File: src/semaphore_table_with_wait_queues_assert.svh
// Assertion macros for the semaphore table.
// Both take a label, a property expression and a message, and are clocked on clk_i.
// STWQ_ASSERT is held off while rst_ni is low.
// STWQ_ASSERT_ALWAYS is also checked during reset.
`ifndef SEMAPHORE_TABLE_WITH_WAIT_QUEUES_ASSERT_SVH
`define SEMAPHORE_TABLE_WITH_WAIT_QUEUES_ASSERT_SVH

`ifndef NO_ASSERTIONS
`define STWQ_ASSERT(lbl, prop, msg) \
  lbl: assert property (@(posedge clk_i) disable iff (!rst_ni) prop) else $error(msg);
`define STWQ_ASSERT_ALWAYS(lbl, prop, msg) \
  lbl: assert property (@(posedge clk_i) prop) else $error(msg);
`else
`define STWQ_ASSERT(lbl, prop, msg)
`define STWQ_ASSERT_ALWAYS(lbl, prop, msg)
`endif

`endif

File: src/stwq_pkg.sv
package stwq_pkg;

  localparam int unsigned NumSem     = 16;
  localparam int unsigned QueueDepth = 16;
  localparam int unsigned PidBits    = 8;

  localparam int unsigned SemW       = $clog2(NumSem);
  localparam int unsigned QIdxW      = (QueueDepth > 1) ? $clog2(QueueDepth) : 1;
  localparam int unsigned QCntW      = $clog2(QueueDepth + 1);
  localparam int unsigned StoreDepth = NumSem * QueueDepth;
  localparam int unsigned StoreAddrW = $clog2(StoreDepth);

  typedef enum logic [1:0] {
    MODE_ALLOC  = 2'd0,
    MODE_FREE   = 2'd1,
    MODE_WAIT   = 2'd2,
    MODE_SIGNAL = 2'd3
  } mode_e;

  typedef enum logic [1:0] {
    ST_OK         = 2'd0,
    ST_NO_FREE    = 2'd1,
    ST_QUEUE_FULL = 2'd2,
    ST_NOT_HELD   = 2'd3
  } status_e;

  // controller -> datapath
  typedef struct packed {
    logic accept;
    logic commit;
  } ctrl_cmd_t;

  // datapath -> controller
  typedef struct packed {
    logic out_busy;
  } dp_sts_t;

  // flat address of a queue slot in the waiter store
  function automatic logic [StoreAddrW-1:0] store_addr(input logic [SemW-1:0]  sem,
                                                       input logic [QIdxW-1:0] slot);
    store_addr = StoreAddrW'(int'(sem) * QueueDepth + int'(slot));
  endfunction

endpackage

File: src/stwq_ram.sv
module stwq_ram #(
  parameter int unsigned Width = 8,
  parameter int unsigned Depth = 256
) (
  input  logic                     clk_i,
  input  logic                     we_i,
  input  logic [$clog2(Depth)-1:0] waddr_i,
  input  logic [Width-1:0]         wdata_i,
  input  logic                     re_i,
  input  logic [$clog2(Depth)-1:0] raddr_i,
  output logic [Width-1:0]         rdata_o
);

  logic [Width-1:0] mem_q [Depth];
  logic [Width-1:0] rdata_q;

  always_ff @(posedge clk_i) begin
    if (we_i) begin
      mem_q[waddr_i] <= wdata_i;
    end
    if (re_i) begin
      rdata_q <= mem_q[raddr_i];
    end
  end

  assign rdata_o = rdata_q;

endmodule

File: src/stwq_ctrl.sv
module stwq_ctrl import stwq_pkg::*; (
  input  logic      clk_i,
  input  logic      rst_ni,
  input  logic      in_valid_i,
  output logic      in_ready_o,
  input  dp_sts_t   sts_i,
  output ctrl_cmd_t cmd_o
);

  typedef enum logic {
    S_IDLE,
    S_EXEC
  } state_e;

  state_e state_q;
  logic   ready_q;

  always_ff @(posedge clk_i or negedge rst_ni) begin
    if (!rst_ni) begin
      state_q <= S_IDLE;
      ready_q <= 1'b1;
    end else begin
      unique case (state_q)
        S_IDLE: begin
          if (in_valid_i) begin
            state_q <= S_EXEC;
            ready_q <= 1'b0;
          end
        end
        S_EXEC: begin
          // hold until the result register is free
          if (!sts_i.out_busy) begin
            state_q <= S_IDLE;
            ready_q <= 1'b1;
          end
        end
      endcase
    end
  end

  assign in_ready_o   = ready_q;
  assign cmd_o.accept = in_valid_i & ready_q;
  assign cmd_o.commit = (state_q == S_EXEC) & ~sts_i.out_busy;

endmodule

File: src/stwq_dp.sv
module stwq_dp import stwq_pkg::*; (
  input  logic       clk_i,
  input  logic       rst_ni,
  input  ctrl_cmd_t  cmd_i,
  output dp_sts_t    sts_o,
  input  logic [1:0] mode_i,
  input  logic [3:0] sem_id_i,
  input  logic [7:0] caller_pid_i,
  input  logic       out_ready_i,
  output logic       out_valid_o,
  output logic [1:0] status_o,
  output logic [3:0] granted_id_o,
  output logic       must_block_o,
  output logic       wake_valid_o,
  output logic [7:0] wake_pid_o
);

  // semaphore table
  logic [NumSem-1:0] in_use_q, in_use_d;
  logic [NumSem-1:0] locked_q, locked_d;
  logic [QIdxW-1:0]  head_q [NumSem];
  logic [QIdxW-1:0]  head_d [NumSem];
  logic [QCntW-1:0]  cnt_q  [NumSem];
  logic [QCntW-1:0]  cnt_d  [NumSem];

  // captured request
  mode_e               mode_q;
  logic                in_range_q;
  logic [SemW-1:0]     sem_q;
  logic [PidBits-1:0]  pid_q;

  // result register
  logic    out_valid_q;
  status_e status_q, status_d;
  logic [3:0] granted_q, granted_d;
  logic block_q, block_d;
  logic wvalid_q, wvalid_d;
  logic [7:0] wpid_q, wpid_d;

  // waiter store ports
  logic                  rd_in_range;
  logic [SemW-1:0]       rd_sem;
  logic [StoreAddrW-1:0] rd_addr;
  logic [PidBits-1:0]    rd_data;
  logic                  wr_en;
  logic [StoreAddrW-1:0] wr_addr;

  // queue arithmetic
  logic             cur_locked;
  logic [QIdxW-1:0] cur_head;
  logic [QCntW-1:0] cur_cnt;
  logic [QIdxW:0]   tail_sum;
  logic [QIdxW-1:0] tail;
  logic [QIdxW-1:0] head_next;
  logic             q_full;

  logic            any_free;
  logic [SemW-1:0] free_idx;

  // head slot is read while the item is taken, data lands for the commit cycle
  assign rd_in_range = (int'(sem_id_i) < NumSem);
  assign rd_sem      = rd_in_range ? SemW'(sem_id_i) : '0;
  assign rd_addr     = store_addr(rd_sem, head_q[rd_sem]);

  always_ff @(posedge clk_i) begin
    if (cmd_i.accept) begin
      mode_q     <= mode_e'(mode_i);
      in_range_q <= rd_in_range;
      sem_q      <= rd_sem;
      pid_q      <= PidBits'(caller_pid_i);
    end
  end

  assign cur_locked = locked_q[sem_q];
  assign cur_head   = head_q[sem_q];
  assign cur_cnt    = cnt_q[sem_q];
  assign q_full     = (cur_cnt >= QCntW'(QueueDepth));

  // ring wrap: head and count both below depth when not full
  assign tail_sum  = (QIdxW+1)'(cur_head) + (QIdxW+1)'(cur_cnt);
  assign tail      = (tail_sum >= (QIdxW+1)'(QueueDepth)) ?
                     QIdxW'(tail_sum - (QIdxW+1)'(QueueDepth)) : QIdxW'(tail_sum);
  assign head_next = (cur_head == QIdxW'(QueueDepth - 1)) ? '0 : cur_head + 1'b1;

  // lowest free semaphore
  assign any_free = ~&in_use_q;
  always_comb begin
    free_idx = '0;
    for (int i = NumSem - 1; i >= 0; i--) begin
      if (!in_use_q[i]) begin
        free_idx = SemW'(i);
      end
    end
  end

  always_comb begin
    in_use_d  = in_use_q;
    locked_d  = locked_q;
    head_d    = head_q;
    cnt_d     = cnt_q;
    status_d  = ST_OK;
    granted_d = '0;
    block_d   = 1'b0;
    wvalid_d  = 1'b0;
    wpid_d    = '0;
    wr_en     = 1'b0;
    wr_addr   = store_addr(sem_q, tail);
    unique case (mode_q)
      MODE_ALLOC: begin
        if (any_free) begin
          in_use_d[free_idx] = 1'b1;
          locked_d[free_idx] = 1'b0;
          head_d[free_idx]   = '0;
          cnt_d[free_idx]    = '0;
          granted_d          = 4'(free_idx);
        end else begin
          status_d = ST_NO_FREE;
        end
      end
      MODE_FREE: begin
        if (in_range_q && in_use_q[sem_q]) begin
          in_use_d[sem_q] = 1'b0;
          locked_d[sem_q] = 1'b0;
          head_d[sem_q]   = '0;
          cnt_d[sem_q]    = '0;
        end
      end
      MODE_WAIT: begin
        if (in_range_q) begin
          if (!cur_locked) begin
            locked_d[sem_q] = 1'b1;
          end else if (q_full) begin
            status_d = ST_QUEUE_FULL;
          end else begin
            wr_en        = 1'b1;
            cnt_d[sem_q] = cur_cnt + 1'b1;
            block_d      = 1'b1;
          end
        end
      end
      MODE_SIGNAL: begin
        if (in_range_q) begin
          if (!cur_locked) begin
            status_d = ST_NOT_HELD;
          end else if (cur_cnt == '0) begin
            locked_d[sem_q] = 1'b0;
          end else begin
            // lock passes straight to the oldest waiter
            wvalid_d      = 1'b1;
            wpid_d        = 8'(rd_data);
            head_d[sem_q] = head_next;
            cnt_d[sem_q]  = cur_cnt - 1'b1;
          end
        end
      end
    endcase
  end

  always_ff @(posedge clk_i or negedge rst_ni) begin
    if (!rst_ni) begin
      in_use_q <= '0;
      locked_q <= '0;
      for (int i = 0; i < NumSem; i++) begin
        head_q[i] <= '0;
        cnt_q[i]  <= '0;
      end
    end else if (cmd_i.commit) begin
      in_use_q <= in_use_d;
      locked_q <= locked_d;
      head_q   <= head_d;
      cnt_q    <= cnt_d;
    end
  end

  always_ff @(posedge clk_i or negedge rst_ni) begin
    if (!rst_ni) begin
      out_valid_q <= 1'b0;
    end else if (cmd_i.commit) begin
      out_valid_q <= 1'b1;
    end else if (out_ready_i) begin
      out_valid_q <= 1'b0;
    end
  end

  always_ff @(posedge clk_i) begin
    if (cmd_i.commit) begin
      status_q  <= status_d;
      granted_q <= granted_d;
      block_q   <= block_d;
      wvalid_q  <= wvalid_d;
      wpid_q    <= wpid_d;
    end
  end

  stwq_ram #(
    .Width (PidBits),
    .Depth (StoreDepth)
  ) u_waiter_store (
    .clk_i   (clk_i),
    .we_i    (wr_en & cmd_i.commit),
    .waddr_i (wr_addr),
    .wdata_i (pid_q),
    .re_i    (cmd_i.accept),
    .raddr_i (rd_addr),
    .rdata_o (rd_data)
  );

  assign sts_o.out_busy = out_valid_q & ~out_ready_i;

  assign out_valid_o  = out_valid_q;
  assign status_o     = status_q;
  assign granted_id_o = granted_q;
  assign must_block_o = block_q;
  assign wake_valid_o = wvalid_q;
  assign wake_pid_o   = wpid_q;

endmodule

File: src/semaphore_table_with_wait_queues.sv
// Channel   Handshake                  Payload
// request   in_valid_i / in_ready_o    mode_i, sem_id_i, caller_pid_i
// result    out_valid_o / out_ready_i  status_o, granted_id_o, must_block_o,
//                                      wake_valid_o, wake_pid_o
//
// Each item has two steps: the accept cycle reads the head slot of the
// addressed wait queue from the waiter store RAM (registered read); the commit
// cycle updates the table and loads the result register.
// A new item is taken while a result waits; the commit cycle holds while the
// result register is still full, and in_ready_o stays low meanwhile.
// Reset clears the table; the waiter store needs no clearing.

`include "semaphore_table_with_wait_queues_assert.svh"

module semaphore_table_with_wait_queues import stwq_pkg::*; (
  input  logic       clk_i,
  input  logic       rst_ni,
  // request channel
  input  logic       in_valid_i,
  output logic       in_ready_o,
  input  logic [1:0] mode_i,
  input  logic [3:0] sem_id_i,
  input  logic [7:0] caller_pid_i,
  // result channel
  output logic       out_valid_o,
  input  logic       out_ready_i,
  output logic [1:0] status_o,
  output logic [3:0] granted_id_o,
  output logic       must_block_o,
  output logic       wake_valid_o,
  output logic [7:0] wake_pid_o
);

  ctrl_cmd_t ctrl_cmd;
  dp_sts_t   dp_sts;

  // sequencing: idle -> exec -> idle
  stwq_ctrl u_ctrl (
    .clk_i      (clk_i),
    .rst_ni     (rst_ni),
    .in_valid_i (in_valid_i),
    .in_ready_o (in_ready_o),
    .sts_i      (dp_sts),
    .cmd_o      (ctrl_cmd)
  );

  // table, waiter store and result register
  stwq_dp u_dp (
    .clk_i        (clk_i),
    .rst_ni       (rst_ni),
    .cmd_i        (ctrl_cmd),
    .sts_o        (dp_sts),
    .mode_i       (mode_i),
    .sem_id_i     (sem_id_i),
    .caller_pid_i (caller_pid_i),
    .out_ready_i  (out_ready_i),
    .out_valid_o  (out_valid_o),
    .status_o     (status_o),
    .granted_id_o (granted_id_o),
    .must_block_o (must_block_o),
    .wake_valid_o (wake_valid_o),
    .wake_pid_o   (wake_pid_o)
  );

  // only one item in flight
  `STWQ_ASSERT(a_one_in_flight, (in_valid_i && in_ready_o) |=> !in_ready_o, "second item taken")
  // a commit always leaves a result on offer
  `STWQ_ASSERT(a_commit_shows, ctrl_cmd.commit |=> out_valid_o, "committed result lost")
  // a result cannot both queue the caller and wake a waiter
  `STWQ_ASSERT(a_block_xor_wake, out_valid_o |-> !(must_block_o && wake_valid_o), "block and wake")
  // error results carry no side effects
  `STWQ_ASSERT(a_err_clean,
    (out_valid_o && status_o != ST_OK) |-> (!must_block_o && !wake_valid_o), "flags on error")
  // accept and commit never coincide
  `STWQ_ASSERT_ALWAYS(a_cmd_excl, !(ctrl_cmd.accept && ctrl_cmd.commit), "accept during commit")

endmodule
File: config.mk
export PLATFORM = sky130hd
export DESIGN_NAME = semaphore_table_with_wait_queues
export DESIGN_NICKNAME = d
export VERILOG_FILES = /design/src/stwq_pkg.sv /design/src/stwq_ram.sv /design/src/stwq_ctrl.sv /design/src/stwq_dp.sv /design/src/semaphore_table_with_wait_queues.sv
export VERILOG_INCLUDE_DIRS = /design/src /design/src/src
export SDC_FILE = /design/constraint.sdc
export NUM_CORES = 2
export LEC_CHECK = 0
export ABC_CLOCK_PERIOD_IN_PS = 12900
export BUFFER_PORTS_ARGS = -buffer_cell sky130_fd_sc_hd__buf_2
export CAP_MARGIN = 20
export CORE_MARGIN = 4
export CORE_UTILIZATION = 45
export DETAILED_ROUTE_END_ITERATION = 16
export PLACE_DENSITY_LB_ADDON = 0.08
export RECOVER_POWER = 25
export SKIP_LAST_GASP = 1
export SLEW_MARGIN = 20
export SYNTH_ARGS = -nofsm -noshare
export SYNTH_HDL_FRONTEND = slang
export SYNTH_HIERARCHICAL = 1
export SYNTH_SLANG_ARGS = --single-unit
File: constraint.sdc
create_clock -name clk_i -period 12.9 [get_ports clk_i]
set_input_delay 0.645 -clock clk_i [delete_from_list [all_inputs] [get_ports clk_i]]
set_output_delay 0.645 -clock clk_i [all_outputs]
set_load 0.02 [all_outputs]
==> flow_summary.ini <==
[grt]
first_global_vias = 48590
gr-total-overflow = 0
grt_pass1_wl_um = 364800
grt_usage = 0.2413
grt_max_degree = 189
antenna_found_initial = 8

[final_layout]
fin_area_um2 = 101700
fin_util = 0.5038
layout-drive-gt1-share = 0.2056
synthToLayoutAreaGrowth_pct = 11.44
n_fill_cell = 16460
layout.nets = 4929

[clock_network]
cts_resized = 0
clock_sinks = 2265
cts_tree = yes
cts_root_buffer = clkbuf_16
clk_path_buf_depth = 3
post-cts-setup-buffers = 0
clock_latency_ps = 850
numCtsBuffers = 233
clkTransAtPathRegs_ps = 60
h-tree-depth = 4

[timing]
worst_pin_slew_ps = 10210
drv_slew = 1297
hold_violations = 0
setup_viol = 0
final.setup.tns_ps = 0
finalCritPeriodShare = 0.7248
fmax_mhz = 106.9
rsz0062_at_grt = no
fin_skew_ps = 32.03
fin_crit_ps = 9350
slew_headroom = -5.806

[drt]
via_count = 48330
drt-wirelength-per-cell_um = 32.70
postRouteAntennaNets = 0
dr.pass1.iters = 9
routed_via_density = 6.212
drtIter0Drc = 5292
drc = 0
wl_um = 254400

[synth]
ys_ff_latch = 2265
synthAdderAreaFrac = 0.001042
synthFlopType = edfxtp_1
ys_seq_area_frac = 0.7353
synth-edff-count = 2086
synth_compound_gate_area_share = 0.05642
netlist_area_um2 = 91280
synth_top_family_by_area = multiplexers
synth.mux.area_fraction = 0.1453
yosysWarnings = 6
syn_area_per_cell_um2 = 18.94
synth.distinct_cells = 83
postSynth.asyncResetShare = 0.07903
post-synth-top-area-fraction = 0.6862
synthXorXnorAreaFrac = 0.0007676
synth_nets = 4844
netlist_instances = 4819
yosys.area.top_type = edfxtp_1
synth_area_leaders = edfxtp_1, mux4_2, dfrtp_1
synth_simple_gate_area_share = 0.04024

[power]
ir_drop_mv = 0.1520
p_leak_nw = 31.13
power_density_nw_per_um2 = 170.6

[floorplanning]
fp.coreArea_um2 = 201900
rows = 165
die_w_um = 458.4
dieArea_um2 = 210100
die_height_um = 458.4
start_util = 0.4521
ios = 36

[job]
drv_cap = 15

[worst_hold_path]
hold_path_startpoint = out_ready_i
hp-class = input port to register

[critical_path]
crit_arrival_ps = 9880
setup.worst_path.end_class = register
reg2reg_from = u_dp/pid_q[4]$_DFFE_PP_
path_max_fanout = 188
start_kind = register
rrSetupSlack_ps = 3550
startpoint = u_dp/pid_q[4]$_DFFE_PP_
criticalPathCategory = register to register
cp.required_ps = 13430

[place]
placed_area_um2 = 94130
place_hpwl_um = 153000
gp_congestion = 0.8709
port_buffers = 35

[outcome]
outcome = finished, violations left
violations = max-capacitance violations, max-slew violations
[critical path, stage by stage (launching register included)]
cell,delay [ps]
edfxtp_1,330
clkbuf_1,7020
buf_4,1410
[synthesized netlist by cell type, types with 46 or more instances]
| cell type | instances |
|---|---|
| a21oi_1 | 140 |
| a22o_1 | 48 |
| a22oi_1 | 133 |
| buf_2 | 53 |
| clkbuf_1 | 157 |
| dfrtp_1 | 178 |
| edfxtp_1 | 2086 |
| mux2i_1 | 148 |
| mux4_2 | 518 |
| nand2_1 | 159 |
| nand3_1 | 73 |
| nor2_1 | 321 |
| o21ai_0 | 122 |
| o221ai_1 | 46 |
| o2bb2ai_1 | 62 |
[power by group]
| group | switching (mW) | total (mW) | internal (mW) |
|---|---|---|---|
| logic | 1.44 | 2.35 | 0.903 |
| clock network | 2.80 | 6.67 | 3.86 |
| registers | 0.0945 | 8.34 | 8.25 |
[path summary, 6_finish.rpt]
| path | depth (start not counted) | endpoint |
|---|---|---|
| worst max-delay path | 2 | u_dp/u_waiter_store/mem_q[87][4]$_DFFE_PP_ |
| worst min-delay path | 4 | u_ctrl/state_q$_DFF_PN0_ |
| worst max register to register | 2 | u_dp/u_waiter_store/mem_q[87][4]$_DFFE_PP_ |
| worst min register to register | 0 | u_dp/u_waiter_store/mem_q[160][0]$_DFFE_PP_ |
| max in group asynchronous | 2 | u_dp/locked_q[6]$_DFFE_PN0P_ |
| min in group asynchronous | 2 | u_dp/cnt_q[59]$_DFFE_PN0P_ |
[logic make-up after synthesis]
| family | Yosys count |
|---|---|
| AND/OR/NAND/NOR | 790 |
| adder cells (fa/ha/maj) | 7 |
| flip-flops | 2265 |
| XOR/XNOR | 8 |
| AO/OA/AOI/OAI | 737 |
| buffers and inverters | 338 |
| multiplexers | 674 |
[per-stage QoR]
step | cells | hold slack [ps] | power, mW | setup slack, ps
2_1_floorplan | 4819 | 349.4 | 10.14 | 7879
3_3_place_gp | 7324 | 473.0 | 10.81 | 5708
3_5_place_dp | 7326 | 469.8 | 10.81 | 5587
4_1_cts | 7772 | 73.62 | 17.49 | 5574
5_1_grt | 7776 | 138.9 | 18.00 | 2993
6_report | 7779 | 158.2 | 17.36 | 3550
[cell usage in the layout, fill, tap and decap left out, types with 38 or more instances in the layout]
cell and n:
clkbuf_1 70, dfrtp_1 178, edfxtp_1 2086, o2bb2ai_1 62, clkbuf_16 237, nor2_1 318, clkinv_2 46, mux4_2 514
clkinv_1 45, o221ai_1 46, mux2i_1 148, nand3_1 63, nand2_1 159, o21ai_0 120, a21oi_1 140, a22oi_1 133
nor2b_1 38, a22o_1 48, buf_4 98
[flip-flops by register name, indices dropped and copies added (netlist names), 2 cells and up]
name                         cells
u_dp/status_o                    2
u_dp/wake_pid_o                  8
u_dp/in_use_q                   16
u_dp/cnt_q                      80
u_dp/granted_id_o                4
u_dp/mode_q                      2
u_dp/sem_q                       4
u_dp/pid_q                       8
u_dp/u_waiter_store/rdata_o      8
u_dp/locked_q                   16
u_dp/head_q                     64
u_dp/u_waiter_store/mem_q     2048
[timing repair]
item | CTS | global route
hold buffers | 12 | 0
endpoints found under the setup margin | 0 | 0
hold endpoints to repair | 114 | 0
[layout make-up]
type	count	area (um2)	share of cell area
diodes	4	10.01	0.00009840
clock buffers	299	6254	0.06147
clock inverters	135	1306	0.01284
inverters	24	90.09	0.0008856
multi-input cells	2216	22400	0.2202
flip-flops and latches	2265	67120	0.6598
well taps	2672	3343	0.03287
repair buffers	164	1202	0.01182
[layer usage]
layer | wire length, um | up-vias | global-route usage
met5 | 13 | - | 0
met4 | 6485 | 2 | 0.06057
met3 | 18860 | 340 | 0.04722
met2 | 118400 | 1978 | 0.3716
met1 | 110600 | 25930 | 0.3573
li1 | - | 20080 | -
No activity file was read; power rests on OpenSTA's default activity.
